--- src/hw/rtl/ir_packet_receive_checker_top_macros.svh ---
// assertion macros for the ir packet receive checker
`ifndef IR_PACKET_RECEIVE_CHECKER_TOP_MACROS_SVH
`define IR_PACKET_RECEIVE_CHECKER_TOP_MACROS_SVH

// same-cycle implication, disabled during reset
`define IRPRC_ASSERT_IMPLY(label, clk, rst_n, ante, cons) \
    label: assert property (@(posedge clk) disable iff (!(rst_n)) (ante) |-> (cons)) \
        else $error("irprc same-cycle check failed");

// next-cycle implication, disabled during reset
`define IRPRC_ASSERT_NEXT(label, clk, rst_n, ante, cons) \
    label: assert property (@(posedge clk) disable iff (!(rst_n)) (ante) |=> (cons)) \
        else $error("irprc next-cycle check failed");

`endif

--- src/hw/rtl/irprc_pkg.sv ---
// shared types and constants for the ir packet receive checker
package irprc_pkg;

    localparam int MAX_PACKET_BYTES = 136;

    localparam logic [7:0]  WHITEN_MASK = 8'hAA;
    localparam logic [15:0] SUM_SEED    = 16'h0002;

    localparam logic [31:0] SESS_KEY_RESET     = 32'hDEADBEEF;
    localparam logic [7:0]  EXPECTED_LEN_RESET = 8'd136;

    localparam int CFG_DATA_W = 32;

    typedef enum logic {
        REG_SESS_KEY     = 1'b0,
        REG_EXPECTED_LEN = 1'b1
    } cfg_addr_t;

    typedef enum logic {
        OP_BYTE    = 1'b0,
        OP_TIMEOUT = 1'b1
    } opcode_t;

    typedef enum logic [2:0] {
        ST_OK       = 3'd0,
        ST_TIMEOUT  = 3'd1,
        ST_SIZE     = 3'd2,
        ST_CHECKSUM = 3'd3,
        ST_SESSION  = 3'd4
    } status_t;

    typedef struct packed {
        opcode_t    opcode;
        logic [7:0] raw_byte;
        logic       last_byte;
    } irprc_item_t;

    typedef struct packed {
        logic [7:0] decoded_byte;
        logic [7:0] byte_count;
        logic       packet_done;
        status_t    status;
    } irprc_result_t;

endpackage

--- src/hw/rtl/ir_packet_receive_checker_top.sv ---
// top level of the ir packet receive checker: handshake, config and result stage
//
// channel | dir | tdata (low bit up)                      | tuser  | tlast
// s_      | in  | raw_byte[7:0]                           | opcode | last_byte
// m_      | out | decoded_byte, byte_count, status, zeros  | none   | packet_done
//
// one word per cycle sustained while m_tready is high; a taken word reaches m_ through
// the input register (loads on accept) and the result register (loads on advance)
// reset clears the packet state, sum seed 2, session key 0xDEADBEEF, expected_len 136
// m_tready low holds a valid result; s_tready drops only when both stages are full
`include "ir_packet_receive_checker_top_macros.svh"

module ir_packet_receive_checker_top #(
    parameter int MAX_PACKET_BYTES = irprc_pkg::MAX_PACKET_BYTES
) (
    input  logic        aclk,
    input  logic        aresetn,
    input  logic        s_tvalid,
    output logic        s_tready,
    input  logic [7:0]  s_tdata,   // raw_byte[7:0]
    input  logic        s_tuser,   // opcode[0]
    input  logic        s_tlast,
    output logic        m_tvalid,
    input  logic        m_tready,
    output logic [23:0] m_tdata,   // decoded_byte[7:0], byte_count[15:8], status[18:16]
    output logic        m_tlast,
    input  logic        cfg_wr_en,
    input  logic        cfg_addr,
    input  logic [irprc_pkg::CFG_DATA_W-1:0] cfg_wdata
);

    localparam logic [7:0] MaxBytes = 8'(MAX_PACKET_BYTES);

    logic [31:0]              sess_key_reg;
    logic [7:0]               expected_len_reg;
    irprc_pkg::irprc_item_t   item_reg;
    logic                     in_valid_reg;
    irprc_pkg::irprc_result_t result_reg;
    irprc_pkg::irprc_result_t result_next;
    logic                     out_valid_reg;
    logic                     advance;
    irprc_pkg::cfg_addr_t     cfg_sel;

    assign advance  = in_valid_reg && (!out_valid_reg || m_tready);
    assign s_tready = !in_valid_reg || !out_valid_reg || m_tready;
    assign cfg_sel  = irprc_pkg::cfg_addr_t'(cfg_addr);

    always_ff @(posedge aclk) begin
        if (!aresetn) begin
            sess_key_reg     <= irprc_pkg::SESS_KEY_RESET;
            expected_len_reg <= irprc_pkg::EXPECTED_LEN_RESET;
        end else if (cfg_wr_en) begin
            unique case (cfg_sel)
                irprc_pkg::REG_SESS_KEY:     sess_key_reg     <= cfg_wdata[31:0];
                irprc_pkg::REG_EXPECTED_LEN: expected_len_reg <= cfg_wdata[7:0];
                default: ;
            endcase
        end
    end

    always_ff @(posedge aclk) begin
        if (!aresetn) begin
            in_valid_reg <= 1'b0;
        end else if (s_tvalid && s_tready) begin
            in_valid_reg <= 1'b1;
        end else if (advance) begin
            in_valid_reg <= 1'b0;
        end
    end

    always_ff @(posedge aclk) begin
        if (s_tvalid && s_tready) begin
            item_reg.opcode    <= irprc_pkg::opcode_t'(s_tuser);
            item_reg.raw_byte  <= s_tdata;
            item_reg.last_byte <= s_tlast;
        end
    end

    irprc_core #(
        .MAX_PACKET_BYTES(MAX_PACKET_BYTES)
    ) u_core (
        .aclk         (aclk),
        .aresetn      (aresetn),
        .step         (advance),
        .item         (item_reg),
        .sess_key     (sess_key_reg),
        .expected_len (expected_len_reg),
        .result       (result_next)
    );

    always_ff @(posedge aclk) begin
        if (!aresetn) begin
            out_valid_reg <= 1'b0;
        end else if (advance) begin
            out_valid_reg <= 1'b1;
        end else if (m_tready) begin
            out_valid_reg <= 1'b0;
        end
    end

    always_ff @(posedge aclk) begin
        if (advance) begin
            result_reg <= result_next;
        end
    end

    assign m_tvalid = out_valid_reg;
    assign m_tlast  = result_reg.packet_done;
    assign m_tdata  = {5'd0, 3'(result_reg.status), result_reg.byte_count,
                       result_reg.decoded_byte};

    `IRPRC_ASSERT_IMPLY(a_status_only_when_done, aclk, aresetn,
        m_tvalid && !m_tlast, result_reg.status == irprc_pkg::ST_OK)
    `IRPRC_ASSERT_IMPLY(a_timeout_zero_payload, aclk, aresetn,
        m_tvalid && result_reg.status == irprc_pkg::ST_TIMEOUT,
        m_tlast && result_reg.byte_count == 8'd0 && result_reg.decoded_byte == 8'd0)
    `IRPRC_ASSERT_IMPLY(a_count_saturates, aclk, aresetn,
        m_tvalid, result_reg.byte_count <= MaxBytes)
    `IRPRC_ASSERT_NEXT(a_input_stage_holds, aclk, aresetn,
        in_valid_reg && !advance, in_valid_reg && $stable(item_reg))

endmodule

--- src/hw/rtl/irprc_core.sv ---
// packet state and per-word checksum, size and session checks
module irprc_core #(
    parameter int MAX_PACKET_BYTES = irprc_pkg::MAX_PACKET_BYTES
) (
    input  logic                   aclk,
    input  logic                   aresetn,
    input  logic                   step,
    input  irprc_pkg::irprc_item_t item,
    input  logic [31:0]            sess_key,
    input  logic [7:0]             expected_len,
    output irprc_pkg::irprc_result_t result
);

    localparam logic [7:0] MaxBytes = 8'(MAX_PACKET_BYTES);

    logic [7:0]  byte_counter_reg, byte_counter_next;
    logic [15:0] sum_reg, sum_next;
    logic [15:0] rx_csum_reg, rx_csum_next;
    logic        session_ok_reg, session_ok_next;
    logic        overflow_reg, overflow_next;

    logic [7:0]  decoded;
    logic [7:0]  pos;
    logic        accepting;
    logic [7:0]  term_byte;
    logic [15:0] term;
    logic [16:0] raw_sum;
    logic [15:0] folded_sum;
    logic [7:0]  want;
    logic        match;
    logic        size_bad;
    logic        clear;
    logic [15:0] acc_sum;
    logic [15:0] acc_csum;
    logic        acc_session;
    logic        acc_overflow;
    logic [7:0]  acc_count;

    assign decoded   = item.raw_byte ^ irprc_pkg::WHITEN_MASK;
    assign pos       = byte_counter_reg;
    assign accepting = (pos < MaxBytes);

    // checksum bytes add as zero, even offsets are the high byte
    assign term_byte  = (pos == 8'd2 || pos == 8'd3) ? 8'd0 : decoded;
    assign term       = pos[0] ? {8'd0, term_byte} : {term_byte, 8'd0};
    assign raw_sum    = {1'b0, sum_reg} + {1'b0, term};
    assign folded_sum = raw_sum[15:0] + {15'd0, raw_sum[16]};

    always_comb begin
        unique case (pos[1:0])
            2'd0:    want = sess_key[31:24];
            2'd1:    want = sess_key[23:16];
            2'd2:    want = sess_key[15:8];
            default: want = sess_key[7:0];
        endcase
    end

    assign match = (want == decoded);

    always_comb begin
        acc_sum      = sum_reg;
        acc_csum     = rx_csum_reg;
        acc_session  = session_ok_reg;
        acc_overflow = overflow_reg;
        acc_count    = byte_counter_reg;
        if (accepting) begin
            acc_sum   = folded_sum;
            acc_count = byte_counter_reg + 8'd1;
            if (pos == 8'd2) begin
                acc_csum = {rx_csum_reg[15:8], decoded};
            end else if (pos == 8'd3) begin
                acc_csum = {decoded, rx_csum_reg[7:0]};
            end else if (pos >= 8'd4 && pos <= 8'd7) begin
                acc_session = (pos == 8'd4) ? match : (session_ok_reg && match);
            end
        end else begin
            acc_overflow = 1'b1;
        end
    end

    assign size_bad = acc_overflow ||
                      (expected_len < MaxBytes && acc_count != expected_len);

    always_comb begin
        result = '0;
        if (item.opcode == irprc_pkg::OP_TIMEOUT) begin
            result.decoded_byte = 8'd0;
            result.byte_count   = 8'd0;
            result.packet_done  = 1'b1;
            result.status       = irprc_pkg::ST_TIMEOUT;
        end else begin
            result.decoded_byte = decoded;
            result.byte_count   = acc_count;
            result.packet_done  = item.last_byte;
            result.status       = irprc_pkg::ST_OK;
            if (item.last_byte) begin
                if (size_bad) begin
                    result.status = irprc_pkg::ST_SIZE;
                end else if (acc_sum != acc_csum) begin
                    result.status = irprc_pkg::ST_CHECKSUM;
                end else if (!(acc_session && acc_count >= 8'd8)) begin
                    result.status = irprc_pkg::ST_SESSION;
                end
            end
        end
    end

    assign clear = (item.opcode == irprc_pkg::OP_TIMEOUT) || item.last_byte;

    always_comb begin
        byte_counter_next = acc_count;
        sum_next          = acc_sum;
        rx_csum_next      = acc_csum;
        session_ok_next   = acc_session;
        overflow_next     = acc_overflow;
        if (clear) begin
            byte_counter_next = 8'd0;
            sum_next          = irprc_pkg::SUM_SEED;
            rx_csum_next      = 16'd0;
            session_ok_next   = 1'b0;
            overflow_next     = 1'b0;
        end
    end

    always_ff @(posedge aclk) begin
        if (!aresetn) begin
            byte_counter_reg <= 8'd0;
            sum_reg          <= irprc_pkg::SUM_SEED;
            rx_csum_reg      <= 16'd0;
            session_ok_reg   <= 1'b0;
            overflow_reg     <= 1'b0;
        end else if (step) begin
            byte_counter_reg <= byte_counter_next;
            sum_reg          <= sum_next;
            rx_csum_reg      <= rx_csum_next;
            session_ok_reg   <= session_ok_next;
            overflow_reg     <= overflow_next;
        end
    end

endmodule
--- config.mk ---
export PLATFORM = sky130hd
export DESIGN_NAME = ir_packet_receive_checker_top
export DESIGN_NICKNAME = d
export VERILOG_FILES = /design/src/hw/rtl/irprc_pkg.sv /design/src/hw/rtl/ir_packet_receive_checker_top.sv /design/src/hw/rtl/irprc_core.sv
export VERILOG_INCLUDE_DIRS = /design/src /design/src/hw/rtl
export SDC_FILE = /design/constraint.sdc
export NUM_CORES = 1
export LEC_CHECK = 0
export BUFFER_PORTS_ARGS = -buffer_cell sky130_fd_sc_hd__buf_2
export CAP_MARGIN = 5
export CELL_PAD_IN_SITES_DETAIL_PLACEMENT = 0
export CELL_PAD_IN_SITES_GLOBAL_PLACEMENT = 1
export CORE_UTILIZATION = 41
export CTS_CLUSTER_SIZE = 12
export DETAILED_ROUTE_END_ITERATION = 7
export PLACE_DENSITY_LB_ADDON = 0.1
export SETUP_SLACK_MARGIN = 0.05
export SYNTH_ARGS = -nofsm -noshare
export SYNTH_HDL_FRONTEND = slang
export SYNTH_SLANG_ARGS = --single-unit
--- constraint.sdc ---
create_clock -name aclk -period 5.95 [get_ports aclk]
set_input_delay 0.595 -clock aclk [delete_from_list [all_inputs] [get_ports aclk]]
set_output_delay 0.595 -clock aclk [all_outputs]
set_load 0.02 [all_outputs]
==> summary.md, run 1 <==
| Metric | Value |
|---|---|
| TritonCTS buffer count | 17 |
| CP Data Arrival Time | 5.79 ns |
| CTS sink cnt | 114 |
| I/O Pins | 75 |
| Max VDD drop | 0.0001708 V |
| Final WL | 21990 um |
| CTS tree | built |
| Netlist cell types | 79 |
| Synth Cell Area | 7061 um^2 |
| Root Driver | clkbuf_16 |
| CTS H-Tree Depth | 4 |
| First-pass GRT wire length | 34710 um |
| Die Width | 133.2 um |
| Ys Warns | 0 |
| Final period util | 94.44% |
| Design area | 8504 um^2 |
| Initial antenna violation count | 0 |
| RSZ-0062 raised after global routing | false |
| Overflow after GRT | 0 |
| Number of global-route vias before repair | 6315 |
| Final Critical Period | 5.619 ns |
| Routability cong. | 0.9053 |
| Initial Utilization | 42.28% |
| Cells after Synth | 843 |
| Die Area | 17750 um^2 |
| Worst Tran Pin Value | 1.037 ns |
| Post-synth EDFFs | 30 |
| Top-count cell post-synth | nand2_1 |
| CP Max Fanout | 6 |
| Synth async-reset ratio | 0% |
| Slew Limit Fails | 0 |
| Port-buffer cells | 69 |
| Synth cell count leaders | 126 x nand2_1, 110 x nor2_1, 84 x dfxtp_1 |
| CP max stage delay | 0.38 ns |
| DR WL/cell | 18.86 um |
| FF+latch count, synth | 114 |
| Dpl cell area | 7761 um^2 |
| Largest net degree at the start of global routing | 45 |
| Req. time, crit path | 6.12 ns |
| Setup TNS | 0 ns |
| Register area share after synthesis | 36.58% |
| Drc violations | 0 |
| Vias per cell | 5.559 |
| Reg-to-reg endpoint | m_tdata[17] |
| Largest register FFs | 32 |
| Leak pwr | 3.521 nW |
| Syn-to-layout area delta | 20.45% |
| Overall power | 2.091 mW |
| CP startpoint | u_core.byte_counter_reg[0] |
| DRT Pass-1 Iters | 7 |
| Core area | 16700 um^2 |
| Synthesized area per cell | 8.375 um^2 |
| R2R Setup Slk | 0.33 ns |
| DP Wirelength | 16090 um |
| Hold endpoint | item_reg[9] |
| Cts hold-fix bufs | 0 |
| Clk slew on worst S/H paths | 0.06 ns |
| Status | finished, final reports clean |
| Final Hold Viols | 0 |
| Util after Layout | 50.92% |
| Dominant cell type by area after synthesis | dfxtp_1 |
| Yosys top cell area share | 23.82% |
| Most used DFF post-synth | dfxtp_1 |
| Hold Path Depth | 1 |
| Cell Pwr Density | 245.9 nW/um^2 |
| Rel. slew slack | 30.84% |
| Highest clock rate | 0.1780 GHz |
| Vias | 6482 |
| Final setup vio count | 0 |
| Clock skew | 0.008795 ns |
| HP Start | s_tuser |
| Critical path type | flop to flop |
| Worst hold-check path type | primary input to flop |
| Slowest cell on the critical path | dfxtp_4 |
| Initial DRC Count | 385 |
| Clk buf depth | 2 |
| Clock Latency Late Sink | 0.43 ns |
| Rows | 47 |
| Ant. Diodes | 0 |
| Worst setup SP type | flop |
| Die Ht | 133.2 um |
| Layout cell share with drive strength beyond 1 | 19.87% |
| Worst setup EP type | flop |
| GRT Util Overall | 25.78% |
| Area contributors post-synth | dfxtp_1 24%, edfxtp_1 13%, nand2_1 6.7% |
| R2R depth | 26 |
| Post-DRT Antenna Nets | 0 |
| Max-cap violations | 0 |
| Fin nets | 1005 |
| Reg-to-reg critical path startpoint | u_core.byte_counter_reg[0] |
==> placed cells by master (no fill, tap or decap), drive strengths merged, types with 7 or more instances in the layout <==
master,n
o21ai,22
and2,16
ha,23
a222oi,8
a21boi,14
nor2,111
clkbuf,17
inv,30
nor3,12
a22oi,25
xor2,23
a211oi,9
edfxtp,30
dfxtp,84
nand2,127
nand3,34
a31oi,7
nor2b,10
o211ai,9
xnor2,41
nor4,7
nand4,9
nand2b,9
buf,119
mux2i,14
a21oi,51
==> cell type report <==
cell class	instances	area [um^2]
Multi-Input combinational cell	659	4265
Sequential cell	114	2586
Inverter	22	82.58
Tap cell	220	275.3
Timing Repair Buffer	119	724.4
Clock inverter	15	145.1
Fill cell	1630	8197
Clock buffer	17	425.4
==> where the power goes <==
part           switching (mW)  internal (mW)  total (mW)  leakage (nW)
clock                   0.419          0.587        1.01         0.288
sequential             0.0224          0.826       0.848         0.971
combinational           0.142         0.0958       0.237          2.26
total                   0.583           1.51        2.09          3.52
==> metrics by stage <==
stage	hold WS [ns]	instances	setup WS [ns]
2_1_floorplan	0.4360	847	0.08735
3_3_place_gp	0.4430	1118	0.08830
3_5_place_dp	0.4515	1118	-0.1760
4_1_cts	0.3271	1153	0.1306
5_1_grt	0.3282	1166	0.06772
6_report	0.3442	1166	0.3308
==> worst max-delay path by stage <==
stage / end / slack [ns]
detailed placement: m_tdata[17] / -0.18
floorplan: m_tdata[17] / 0.09
CTS: m_tdata[17] / 0.13
global route: m_tdata[17] / 0.07
global placement: m_tdata[17] / 0.09
finish: m_tdata[17] / 0.33
==> per-layer routing <==
| metal | part of all wire, % | global-route usage, % | wire (um) | up-vias |
|---|---|---|---|---|
| li1 | - | - | - | 3150 |
| met1 | 44 | 32.42 | 9641 | 3096 |
| met2 | 48 | 43.16 | 10650 | 192 |
| met3 | 4.8 | 5.251 | 1060 | 44 |
| met4 | 2.9 | 10.42 | 640 | 0 |
| met5 | 0 | 0 | 0 | - |
==> worst max-delay path: cells and delay by family, from the launching register on <==
kind	cells	cell delay [ns]
and+or+nand+nor	10	2.03
adders and majority gates	5	1.12
DFF	1	0.38
buffers and inverters	2	0.10
AOI/OAI and AO/OA	8	1.45
xor gates and xnor gates	1	0.26
==> cells by family (layout without fill, tap and decap cells) <==
kind of cell               Yosys count  after routing  synth area share, %
other                                1              5              0.05311
adders and majority gates           24             24                4.359
muxes                               15             15                2.144
xor gates and xnor gates            70             70                9.871
buffers and inverters               74            173                4.324
AOI/OAI and AO/OA                  185            185                18.80
and+or+nand+nor                    360            360                23.87
DFF                                114            114                36.58
==> repair_timing <==
item / 4_1_cts / 5_1_grt
endpoints found under the setup margin: 2 / 2
hold endpoints to repair: 0 / 0
pin swaps: 6 / 15
resized for setup: 4 / 9
buffers inserted: 3 / 12
(Power assumes the default switching activity.)
==> run 2, diff against run 1 <==
--- a/config.mk
+++ b/config.mk
@@ -6,11 +6,12 @@
 export SDC_FILE = /design/constraint.sdc
 export NUM_CORES = 1
 export LEC_CHECK = 0
+export ABC_AREA = 1
 export BUFFER_PORTS_ARGS = -buffer_cell sky130_fd_sc_hd__buf_2
 export CAP_MARGIN = 5
 export CELL_PAD_IN_SITES_DETAIL_PLACEMENT = 0
 export CELL_PAD_IN_SITES_GLOBAL_PLACEMENT = 1
-export CORE_UTILIZATION = 41
+export CORE_UTILIZATION = 38
 export CTS_CLUSTER_SIZE = 12
 export DETAILED_ROUTE_END_ITERATION = 7
 export PLACE_DENSITY_LB_ADDON = 0.1
==> run 2 against run 1 <==
  * Total power grew 2.8%
  * Critical path depth rose by 14
  * Sequential share of layout area is 0.76 points higher
  * Routed wire length is 5.0% lower
==> summary.md, run 2 <==
| Metric | Value |
|---|---|
| Post-synth EDFFs | 30 |
| Worst Tran Pin Value | 1.025 ns |
| Yosys top cell area share | 23.50% |
| CTS H-Tree Depth | 4 |
| Non-Filler Instances | 1374 |
| Req. time, crit path | 6.13 ns |
| Area contributors post-synth | dfxtp_1 24%, nand2_1 18%, edfxtp_1 13% |
| Clk slew on worst S/H paths | 0.06 ns |
| Vias per cell | 4.916 |
| Hold Path Depth | 1 |
| Slowest cell on the critical path | fa_1 |
| Netlist cell types | 43 |
| CP Data Arrival Time | 5.52 ns |
| Synth async-reset ratio | 0% |
| Buffer count from post-CTS setup fixing | 0 |
| Worst Path Buf+Inv | 7 |
| Dominant cell type by area after synthesis | dfxtp_1 |
| Reg-to-reg critical path startpoint | u_core.byte_counter_reg[0] |
| RSZ-0062 raised after global routing | false |
| Highest clock rate | 0.1870 GHz |
| Largest net degree at the start of global routing | 44 |
| CP top delay family | simple AND/OR/NAND/NOR gates |
| R2R Setup Slk | 0.60 ns |
| Clk buf depth | 2 |
| Initial Utilization | 39.29% |
| Die Area | 19380 um^2 |
| CP startpoint | u_core.byte_counter_reg[0] |
| Final Critical Period | 5.348 ns |
| Die Ht | 139.2 um |
| Initial antenna violation count | 0 |
| Max-cap violations | 0 |
| Commonest non-fill, non-tap cell in the layout | nand2_1 |
| Ys Warns | 0 |
| DR WL/cell | 15.21 um |
| Rows | 49 |
| Layout cell share with drive strength beyond 1 | 15.28% |
| TritonCTS buffer count | 17 |
| Commonest non-fill, non-tap cells in the layout | 351 x nand2_1, 112 x inv_1, 99 x nand3_1 |
| CP max stage delay | 0.39 ns |
| Routability cong. | 0.8838 |
| Synth Cell Area | 7154 um^2 |
| Crit path top cell by count | nand2_1 |
| Drc violations | 0 |
| Core area | 18210 um^2 |
| Largest register FFs | 32 |
| Cell Pwr Density | 259.5 nW/um^2 |
| R2R depth | 40 |
| Overflow after GRT | 0 |
| Post-DRT Antenna Nets | 0 |
| Syn-to-layout area delta | 15.79% |
| Ant. Diodes | 0 |
| CP Max Fanout | 18 |
| Synthesized area per cell | 6.649 um^2 |
| Reg-to-reg endpoint | m_tdata[16] |
| Rel. slew slack | 31.57% |
| I/O Pins | 75 |
| Fin nets | 1204 |
| Hold endpoint | item_reg[4] |
| Clock Latency Late Sink | 0.42 ns |
| CTS tree | built |
| Final setup vio count | 0 |
| Most used DFF post-synth | dfxtp_1 |
| First-pass GRT wire length | 33560 um |
| Final Hold Viols | 0 |
| Port-buffer cells | 69 |
| Status | finished, final reports clean |
| Leak pwr | 3.964 nW |
| Vias | 6755 |
| DP Cell Count | 1342 |
| Critical path type | flop to flop |
| Fillcell total | 1962 |
| Worst setup SP type | flop |
| HP Start | s_tdata[3] |
| CTS sink cnt | 114 |
| Worst setup EP type | flop |
| Setup TNS | 0 ns |
| Synth cell count leaders | 351 x nand2_1, 113 x inv_1, 99 x nand3_1 |
| Final period util | 89.88% |
| Cells after Synth | 1076 |
| FF+latch count, synth | 114 |
| Number of global-route vias before repair | 6370 |
| Final WL | 20900 um |
| Die Width | 139.2 um |
| Clock skew | 0.01025 ns |
| Top-count cell post-synth | nand2_1 |
| GRT Util Overall | 22.36% |
| Initial DRC Count | 309 |
| DRT Pass-1 Iters | 5 |
| Slew Limit Fails | 0 |
| DP Wirelength | 15650 um |
| Root Driver | clkbuf_16 |
| Max VDD drop | 0.0002056 V |
| Worst hold-check path type | primary input to flop |
| Register area share after synthesis | 36.10% |
[run 2: cell types whose count changed in the layout (fill, tap and decap cells not counted), moves of 14 or more]
cell	before	now
inv_1	19	112
nand2_2	2	16
a21boi_0	14	0
nand2_1	125	351
a22oi_1	25	0
nand3_1	34	99
mux2i_1	14	0
xnor2_1	41	4
buf_4	49	5
nor2_1	106	85
o21ai_0	16	39
[run 2: per-stage QoR]
stage                     setup WS, ns  power (mW)  instance area (um^2)  hold WS, ns  util (%)
after CTS                       0.2984       2.167                  8269       0.3318     45.41
after detailed placement        0.3040       1.085                  7647       0.4420     42.00
after global routing           0.04726       2.231                  8284       0.3217     45.50
after floorplan                  1.103       1.010                  7169       0.4236         -
after global placement          0.4841       1.085                  7647       0.4407     42.00
final                           0.6021       2.150                  8284       0.3448     45.50
[run 2: cells by family (layout without fill, tap and decap cells)]
family                   after synthesis  in the layout  synth area share [%]
AND/OR/NAND/NOR                      632            632                 38.75
buffers and inverters                164            229                 9.199
AO/OA/AOI/OAI                        119            119                 8.797
flip-flops                           114            114                 36.10
adder cells (fa/ha/maj)               24             24                 4.302
XOR/XNOR                              22             22                 2.798
other                                  1              5               0.05242
[run 2: what timing repair did]
item,CTS,global route
gates resized for setup,0,4
setup endpoints to repair,0,3
hold buffers,0,0
[run 2: how the worst max path moves through the flow]
stage               depth (start not counted)           to  slack (ns)
floorplan                                  44  m_tdata[17]        1.10
global route                               40  m_tdata[16]        0.05
global placement                           40  m_tdata[16]        0.48
finish                                     40  m_tdata[16]        0.60
detailed placement                         40  m_tdata[16]        0.30
CTS                                        40  m_tdata[16]        0.30
[run 2: layout make-up]
class,instances,area (um^2),share of cell area [%]
multi-input cells,802,3949,47.67
flip-flops and latches,114,2582,31.17
inverters,123,461.7,5.573
clock buffers,17,425.4,5.135
repair buffers,74,382.9,4.622
well taps,229,286.5,3.459
clock inverters,15,196.4,2.371
[run 2: power by group]
part	internal, mW	total [mW]	switching [mW]	leakage [nW]
sequential	0.828	0.854	0.0252	0.972
clock	0.673	1.08	0.409	0.307
combinational	0.0712	0.214	0.143	2.68
[run 2: worst register-to-register path, delay by kind of cell, from the launching register on]
kind,cells,cell delay [ns]
buffers and inverters,7,0.67
AND/OR/NAND/NOR,25,2.61
flip-flops,1,0.34
adder cells (fa/ha/maj),5,1.18
AO/OA/AOI/OAI,3,0.34
[run 2: routing by layer]
layer	part of all wire [%]	up-vias	GRT usage, %
met2	48	102	37.93
met5	0	-	0
met3	3.1	14	3.682
met4	1.1	0	5.263
li1	-	3548	-
met1	48	3091	29.66
